[src/crcdf_pkg.sv]
package crcdf_pkg;

    localparam logic [31:0] CRC_POLY = 32'hEDB8_8320;

    localparam logic [7:0]  START_MARKER_RESET = 8'd165;
    localparam logic [15:0] MAX_LENGTH_RESET   = 16'd1024;

    localparam logic        CFG_START_MARKER = 1'b0;
    localparam logic        CFG_MAX_LENGTH   = 1'b1;

    localparam logic [1:0]  ST_INCOMPLETE = 2'd0;
    localparam logic [1:0]  ST_COMPLETE   = 2'd1;
    localparam logic [1:0]  ST_ERROR      = 2'd2;

    typedef struct packed {
        logic [1:0]  status;
        logic        payload_valid;
        logic [7:0]  payload_byte;
        logic [15:0] payload_index;
        logic [7:0]  frame_command;
        logic [15:0] frame_length;
    } crcdf_result_t;

    function automatic logic [31:0] crc32_add_byte(input logic [31:0] crc,
                                                   input logic [7:0]  data);
        logic [31:0] c;
        c = ~crc ^ {24'd0, data};
        for (int k = 0; k < 8; k++)
        begin
            if (c[0])
            begin
                c = (c >> 1) ^ CRC_POLY;
            end
            else
            begin
                c = c >> 1;
            end
        end
        return ~c;
    endfunction

endpackage

[src/crcdf_parser.sv]
module crcdf_parser (
    input  logic                   clk,
    input  logic                   rst_n,
    input  logic                   advance,
    input  logic [7:0]             data_byte,
    input  logic [7:0]             start_marker,
    input  logic [15:0]            max_payload_length,
    output crcdf_pkg::crcdf_result_t result
);
    import crcdf_pkg::*;

    localparam logic [2:0] PH_HUNT    = 3'd0;
    localparam logic [2:0] PH_CMD     = 3'd1;
    localparam logic [2:0] PH_LEN     = 3'd2;
    localparam logic [2:0] PH_PAYLOAD = 3'd3;
    localparam logic [2:0] PH_CRC     = 3'd4;
    localparam logic [2:0] CRC_BYTES  = 3'd4;

    logic [2:0]  phase_reg,    phase_next;
    logic [15:0] position_reg, position_next;
    logic [15:0] length_reg,   length_next;
    logic [7:0]  command_reg,  command_next;
    logic [31:0] crc_acc_reg,  crc_acc_next;
    logic [31:0] crc_rx_reg,   crc_rx_next;

    logic [31:0] crc_updated;
    logic [15:0] position_inc;
    logic [15:0] length_full;
    logic [31:0] crc_rx_merged;
    logic [1:0]  status;
    logic        pvalid;
    logic [15:0] pindex;

    assign crc_updated  = crc32_add_byte(crc_acc_reg, data_byte);
    assign position_inc = position_reg + 16'd1;
    assign length_full  = {data_byte, length_reg[7:0]};

    always_comb
    begin
        crc_rx_merged = crc_rx_reg;
        unique case (position_reg[1:0])
            2'd0: crc_rx_merged[7:0]   = crc_rx_reg[7:0]   | data_byte;
            2'd1: crc_rx_merged[15:8]  = crc_rx_reg[15:8]  | data_byte;
            2'd2: crc_rx_merged[23:16] = crc_rx_reg[23:16] | data_byte;
            2'd3: crc_rx_merged[31:24] = crc_rx_reg[31:24] | data_byte;
        endcase
    end

    always_comb
    begin
        phase_next    = phase_reg;
        position_next = position_reg;
        length_next   = length_reg;
        command_next  = command_reg;
        crc_acc_next  = crc_acc_reg;
        crc_rx_next   = crc_rx_reg;
        status        = ST_INCOMPLETE;
        pvalid        = 1'b0;
        pindex        = 16'd0;

        unique case (phase_reg)
            PH_CMD:
            begin
                command_next = data_byte;
                crc_acc_next = crc_updated;
                phase_next   = PH_LEN;
            end
            PH_LEN:
            begin
                crc_acc_next = crc_updated;
                if (position_reg == 16'd0)
                begin
                    length_next   = {8'd0, data_byte};
                    position_next = 16'd1;
                end
                else if (length_full > max_payload_length)
                begin
                    phase_next    = PH_HUNT;
                    position_next = 16'd0;
                    length_next   = 16'd0;
                    crc_acc_next  = 32'd0;
                    crc_rx_next   = 32'd0;
                    status        = ST_ERROR;
                end
                else
                begin
                    length_next   = length_full;
                    position_next = 16'd0;
                    phase_next    = (length_full == 16'd0) ? PH_CRC : PH_PAYLOAD;
                end
            end
            PH_PAYLOAD:
            begin
                crc_acc_next  = crc_updated;
                pvalid        = 1'b1;
                pindex        = position_reg;
                position_next = position_inc;
                if (position_inc == length_reg)
                begin
                    phase_next    = PH_CRC;
                    position_next = 16'd0;
                end
            end
            PH_CRC:
            begin
                crc_rx_next   = crc_rx_merged;
                position_next = position_inc;
                if (position_inc >= {13'd0, CRC_BYTES})
                begin
                    if (crc_acc_reg == crc_rx_merged)
                    begin
                        phase_next    = PH_HUNT;
                        position_next = 16'd0;
                        status        = ST_COMPLETE;
                    end
                    else
                    begin
                        phase_next    = PH_HUNT;
                        position_next = 16'd0;
                        length_next   = 16'd0;
                        crc_acc_next  = 32'd0;
                        crc_rx_next   = 32'd0;
                        status        = ST_ERROR;
                    end
                end
            end
            default:
            begin
                phase_next = PH_HUNT;
                if (data_byte == start_marker)
                begin
                    phase_next    = PH_CMD;
                    position_next = 16'd0;
                    length_next   = 16'd0;
                    crc_acc_next  = 32'd0;
                    crc_rx_next   = 32'd0;
                end
            end
        endcase
    end

    always_comb
    begin
        result.status        = status;
        result.payload_valid = pvalid;
        result.payload_byte  = pvalid ? data_byte : 8'd0;
        result.payload_index = pindex;
        result.frame_command = command_next;
        result.frame_length  = length_next;
    end

    always_ff @(posedge clk or negedge rst_n)
    begin
        if (!rst_n)
        begin
            phase_reg    <= PH_HUNT;
            position_reg <= 16'd0;
            length_reg   <= 16'd0;
            command_reg  <= 8'd0;
            crc_acc_reg  <= 32'd0;
            crc_rx_reg   <= 32'd0;
        end
        else if (advance)
        begin
            phase_reg    <= phase_next;
            position_reg <= position_next;
            length_reg   <= length_next;
            command_reg  <= command_next;
            crc_acc_reg  <= crc_acc_next;
            crc_rx_reg   <= crc_rx_next;
        end
    end

endmodule

[src/crc32_frame_deframer.sv]
// A request accepted into the input register is parsed into the result register,
// which offers it until out_ready takes it. Throughput: one byte per cycle unless
// a result waits on out_ready; each byte is parsed and its CRC-32 folded in
// by combinational logic between the input register and the result register.
// While a result waits, the input register can still take one more byte.
// Reset (rst_n, asynchronous): back to hunting, frame state and CRC cleared,
// start_marker = 165 and max_payload_length = 1024.
module crc32_frame_deframer (
    input  logic        clk,
    input  logic        rst_n,
    input  logic        cfg_write,
    input  logic        cfg_index,
    input  logic [15:0] cfg_data,
    input  logic        in_valid,
    output logic        in_ready,
    input  logic [7:0]  data_byte,
    output logic        out_valid,
    input  logic        out_ready,
    output logic [1:0]  status,
    output logic        payload_valid,
    output logic [7:0]  payload_byte,
    output logic [15:0] payload_index,
    output logic [7:0]  frame_command,
    output logic [15:0] frame_length
);
    import crcdf_pkg::*;

    logic [7:0]    start_marker_reg;
    logic [15:0]   max_length_reg;
    logic          in_valid_reg;
    logic [7:0]    in_byte_reg;
    logic          out_valid_reg;
    crcdf_result_t result_reg;
    crcdf_result_t result_next;
    logic          advance;

    assign advance  = in_valid_reg && (!out_valid_reg || out_ready);
    assign in_ready = !in_valid_reg || advance;

    always_ff @(posedge clk or negedge rst_n)
    begin
        if (!rst_n)
        begin
            start_marker_reg <= START_MARKER_RESET;
            max_length_reg   <= MAX_LENGTH_RESET;
        end
        else if (cfg_write)
        begin
            unique case (cfg_index)
                CFG_START_MARKER: start_marker_reg <= cfg_data[7:0];
                CFG_MAX_LENGTH:   max_length_reg   <= cfg_data;
            endcase
        end
    end

    // hold the request until the parser takes it
    always_ff @(posedge clk or negedge rst_n)
    begin
        if (!rst_n)
        begin
            in_valid_reg <= 1'b0;
        end
        else if (in_valid && in_ready)
        begin
            in_valid_reg <= 1'b1;
        end
        else if (advance)
        begin
            in_valid_reg <= 1'b0;
        end
    end

    always_ff @(posedge clk)
    begin
        if (in_valid && in_ready)
        begin
            in_byte_reg <= data_byte;
        end
    end

    crcdf_parser u_parser (
        .clk                (clk),
        .rst_n              (rst_n),
        .advance            (advance),
        .data_byte          (in_byte_reg),
        .start_marker       (start_marker_reg),
        .max_payload_length (max_length_reg),
        .result             (result_next)
    );

    always_ff @(posedge clk or negedge rst_n)
    begin
        if (!rst_n)
        begin
            out_valid_reg <= 1'b0;
        end
        else if (advance)
        begin
            out_valid_reg <= 1'b1;
        end
        else if (out_ready)
        begin
            out_valid_reg <= 1'b0;
        end
    end

    always_ff @(posedge clk)
    begin
        if (advance)
        begin
            result_reg <= result_next;
        end
    end

    assign out_valid     = out_valid_reg;
    assign status        = result_reg.status;
    assign payload_valid = result_reg.payload_valid;
    assign payload_byte  = result_reg.payload_byte;
    assign payload_index = result_reg.payload_index;
    assign frame_command = result_reg.frame_command;
    assign frame_length  = result_reg.frame_length;

`ifndef ASSERT_OFF
    a_stall_only_when_full: assert property (@(posedge clk) disable iff (!rst_n)
        !in_ready |-> (in_valid_reg && out_valid_reg && !out_ready))
        else $error("input stalled while a stage is free");

    a_payload_not_final: assert property (@(posedge clk) disable iff (!rst_n)
        (out_valid && payload_valid) |-> (status == ST_INCOMPLETE))
        else $error("payload byte carries a final status");

    a_index_in_frame: assert property (@(posedge clk) disable iff (!rst_n)
        (out_valid && payload_valid) |-> (payload_index < frame_length))
        else $error("payload index beyond frame length");

    a_status_code: assert property (@(posedge clk) disable iff (!rst_n)
        out_valid |-> (status == ST_INCOMPLETE || status == ST_COMPLETE ||
                       status == ST_ERROR))
        else $error("undefined status code");

    a_result_after_advance: assert property (@(posedge clk) disable iff (!rst_n)
        advance |=> out_valid)
        else $error("parsed request produced no result");
`endif

endmodule
[config.mk]
export PLATFORM = sky130hd
export DESIGN_NAME = crc32_frame_deframer
export DESIGN_NICKNAME = d
export VERILOG_FILES = /design/src/crcdf_pkg.sv /design/src/crcdf_parser.sv /design/src/crc32_frame_deframer.sv
export SDC_FILE = /design/constraint.sdc
export NUM_CORES = 1
export LEC_CHECK = 0
export BUFFER_PORTS_ARGS = -buffer_cell sky130_fd_sc_hd__buf_4
export CAP_MARGIN = 40
export CELL_PAD_IN_SITES_DETAIL_PLACEMENT = 1
export CELL_PAD_IN_SITES_GLOBAL_PLACEMENT = 2
export CORE_MARGIN = 2
export CORE_UTILIZATION = 39
export CTS_BUF_LIST = sky130_fd_sc_hd__clkbuf_4 sky130_fd_sc_hd__clkbuf_8 sky130_fd_sc_hd__clkbuf_16
export CTS_CLUSTER_SIZE = 14
export DETAILED_ROUTE_END_ITERATION = 7
export GPL_TIMING_DRIVEN = 1
export PLACE_DENSITY_LB_ADDON = 0.2
export SYNTH_ARGS = -nofsm -noshare
export SYNTH_HDL_FRONTEND = slang
export SYNTH_SLANG_ARGS = --single-unit
[constraint.sdc]
create_clock -name clk -period 5 [get_ports clk]
set_input_delay 0.5 -clock clk [delete_from_list [all_inputs] [get_ports clk]]
set_output_delay 0.5 -clock clk [all_outputs]
set_load 0.05 [all_outputs]
==> flow_metrics.env <==
export IMPL_fp_dieW_um=167
export IMPL_synth_top_family_by_area="compound AO/OA/AOI/OAI gates"
export IMPL_synth_fa_ha_area_frac=0.0240
export IMPL_min_period_ps=4010
export IMPL_final_setup_viol_count=0
export IMPL_crit_end="frame_length[5]$_DFFE_PP_"
export IMPL_htreeDepth=4
export IMPL_gr_total_overflow=0
export IMPL_cts_sinks=192
export IMPL_p_switching_mw=2.00
export IMPL_cp_buffers_inverters=1
export IMPL_hold_path_class="input pin to flip-flop"
export IMPL_fmax_mhz=249
export IMPL_synth_area_mm2=0.0104
export IMPL_drc_errors=11
export IMPL_final_cell_mix="dfrtp_1 (128), xnor2_1 (108), buf_4 (107)"
export IMPL_post_cts_resized=0
export IMPL_slowest_delay_ps=710
export IMPL_drt_wl_total_um=29500
export IMPL_finalPower_mw=5.37
export IMPL_die_area_mm2=0.0280
export IMPL_muxShareOfSynthArea=0.0463
export IMPL_clk_latency_ps=440
export IMPL_power_frac_seq=0.386
export IMPL_drive_gt1_frac=0.199
export IMPL_hold_viol=0
export IMPL_grt_usage=0.216
export IMPL_ys_warn_count=0
export IMPL_crit_slowest_cell="a2bb2oi_1"
export IMPL_drv_cap=0
export IMPL_end_kind="flip-flop"
export IMPL_start_util=0.398
export IMPL_hpwl_um=20500
export IMPL_async_flop_share=0.693
export IMPL_stdcell_area_mm2=0.0120
export IMPL_final_setup_skew_ps=11.5
export IMPL_place_area_mm2=0.0114
export IMPL_cts_buffers=17
export IMPL_final_cell_count_no_fill=1385
export IMPL_grt_pass1_wl_um=47100
export IMPL_synthXorXnorAreaFrac=0.118
export IMPL_critPathRequiredTime_ps=5290
export IMPL_yosys_area_share_simple=0.142
export IMPL_clk_pin_slew_ps=80
export IMPL_violations="DRC"
export IMPL_ant_nets=0
export IMPL_path_class="flip-flop to flip-flop"
export IMPL_routedWlPerCell_um=21.3
export IMPL_final_common_cell="dfrtp_1"
export IMPL_fin_nets=1087
export IMPL_rsz0062_at_grt="no"
export IMPL_crit_start="u_parser.position_reg[4]$_DFFE_PN0P_"
export IMPL_tns_ps=0
export IMPL_core_area_mm2=0.0261
export IMPL_grt_start_max_net_pins=80
export IMPL_post_drt_via_cell_ratio=5.60
export IMPL_synth_distinct_cells=66
export IMPL_r2r_end="frame_length[5]$_DFFE_PP_"
export IMPL_synth_compound_area_frac=0.143
export IMPL_synth_edf_count=59
export IMPL_cts_root_buffer="clkbuf_16"
export IMPL_drt_pass1_iter_count=7
export IMPL_reg2reg_depth=9
export IMPL_period_share=0.802
export IMPL_top_level_ports=83
export IMPL_numPortBuffers=82
export IMPL_startpoint_type="flip-flop"
export IMPL_rows=59
export IMPL_crit_chain="nand4_2 > buf_4 > o21a_1 > nor4b_1 > a2bb2o_1 > nor3_1 > o21ai_1 > a2bb2oi_1 > a22o_1"
export IMPL_power_density_mw_per_mm2=446
export IMPL_clk_path_buf_depth=2
export IMPL_vias=7756
export IMPL_fill_cells=2857
export IMPL_cp_depth=9
export IMPL_p_comb_frac=0.352
export IMPL_cts_tree="yes"
export IMPL_p_int_mw=3.37
export IMPL_worst_pin_slew_ps=869
export IMPL_sw_frac_of_total=0.372
export IMPL_antenna_found_initial=0
export IMPL_clockPowerShare=0.262
export IMPL_syn_inst=974
export IMPL_crit_arrival_ps=4300
export IMPL_cellLeakagePower_nw=5.06
export IMPL_place_gp_congestion=0.797
export IMPL_placed_cells=1352
export IMPL_drt_iter0_drc=480
export IMPL_cts_setup_buffers=0
export IMPL_chipHeight_um=167
export IMPL_num_antenna_cells=0
export IMPL_area_growth_synth_to_final_pct=15.7
export IMPL_ctsHoldBuffers=1
export IMPL_reg2reg_slack_ps=990
export IMPL_grt_pass1_vias=8056
export IMPL_peakVddDrop_mv=0.197
export IMPL_synth_ff_type="dfrtp_1"
export IMPL_dp_slack_ps=1030
export IMPL_path_max_fanout=15
export IMPL_yosysSeqAreaShare=0.491
export IMPL_synth_fp_nets=1024
export IMPL_rr_startpoint="u_parser.position_reg[4]$_DFFE_PN0P_"
export IMPL_synth_ff_latch_count=192
export IMPL_timing_final_ws_setup_ps=990
export IMPL_outcome="complete, but fails checks"
export IMPL_syn_avg_cell_area_um2=10.7
export IMPL_maxSlewViolCount=0
export IMPL_slew_headroom=0.419
export IMPL_cp_top_family="compound AO/OA/AOI/OAI gates"
[cell usage after synthesis (4+ instances only)]
library cell	count	area (um2)
and3_1	5	31.3
o21ai_0	17	85.1
nor2_1	74	278
xor2_1	26	228
edfxtp_1	59	1770
o21ai_1	7	35.0
dfstp_2	5	131
a21o_1	4	30.0
clkbuf_1	56	210
a22o_1	44	385
nor3_1	15	75.1
dfrtp_1	128	3200
a21oi_1	45	225
nand3_1	12	60.1
nand4_1	12	75.1
mux2_2	41	462
nand2b_1	10	62.6
a41oi_1	30	263
and2_1	25	156
inv_1	27	101
buf_2	9	45.0
ha_1	20	250
nor4_1	22	138
nand2_1	79	297
nor2b_1	7	43.8
xnor2_1	108	946
o2bb2ai_1	27	236
[routing by layer]
layer	GRT usage	wire, um	part of all wire	up-vias
met2	0.364	14400	0.49	136
met5	0	0	0	-
met4	0.0491	379	0.013	0
met1	0.295	13800	0.47	3976
met3	0.0338	945	0.032	24
li1	-	-	-	3620
[stage by stage]
step,hold slack (ps),util
5_1_grt,212,0.461
4_1_cts,220,0.461
6_report,234,0.461
2_1_floorplan,204,-
3_5_place_dp,323,0.438
3_3_place_gp,454,0.435
[worst min path at each step]
stage               slack (ps)                           startpoint                             endpoint  depth (start not counted)
global placement           450  u_parser.command_reg[7]$_DFFE_PN0P_  u_parser.command_reg[7]$_DFFE_PN0P_                          2
detailed placement         320                                rst_n       max_length_reg[12]$_DFFE_PN0P_                          1
CTS                        220                         data_byte[4]             in_byte_reg[4]$_DFFE_PP_                          1
finish                     230                         data_byte[4]             in_byte_reg[4]$_DFFE_PP_                          1
global route               210                         data_byte[6]             in_byte_reg[6]$_DFFE_PP_                          1
floorplan                  200                                rst_n             in_valid_reg$_DFFE_PN0P_                          0
[area by class of cell]
| type | instances | area [um2] | area share |
|---|---|---|---|
| Clock inverter | 14 | 164 | 0.0136 |
| Clock buffer | 18 | 433 | 0.0359 |
| Timing Repair Buffer | 112 | 891 | 0.0740 |
| Multi-Input combinational cell | 687 | 4930 | 0.409 |
| Tap cell | 335 | 419 | 0.0348 |
| Sequential cell | 192 | 5110 | 0.424 |
| Inverter | 27 | 101 | 0.00841 |
[power groups by stage]
stage                     clock (mW)  combinational, mW  sequential (mW)
final                           1.41               1.89             2.07
after global routing            1.51               2.07             2.10
after detailed placement           0               1.89             2.10
after CTS                       1.44               1.90             2.07
after floorplan                    0               1.25             2.20
after global placement             0               1.86             2.09
[cells by family after synthesis]
kind of cell             Yosys count
AND/OR/NAND/NOR                  286
flip-flops                       192
XOR/XNOR                         136
AO/OA/AOI/OAI                    202
multiplexers                      43
buffers and inverters             95
adder cells (fa/ha/maj)           20
No activity file was read; power rests on OpenSTA's default activity.
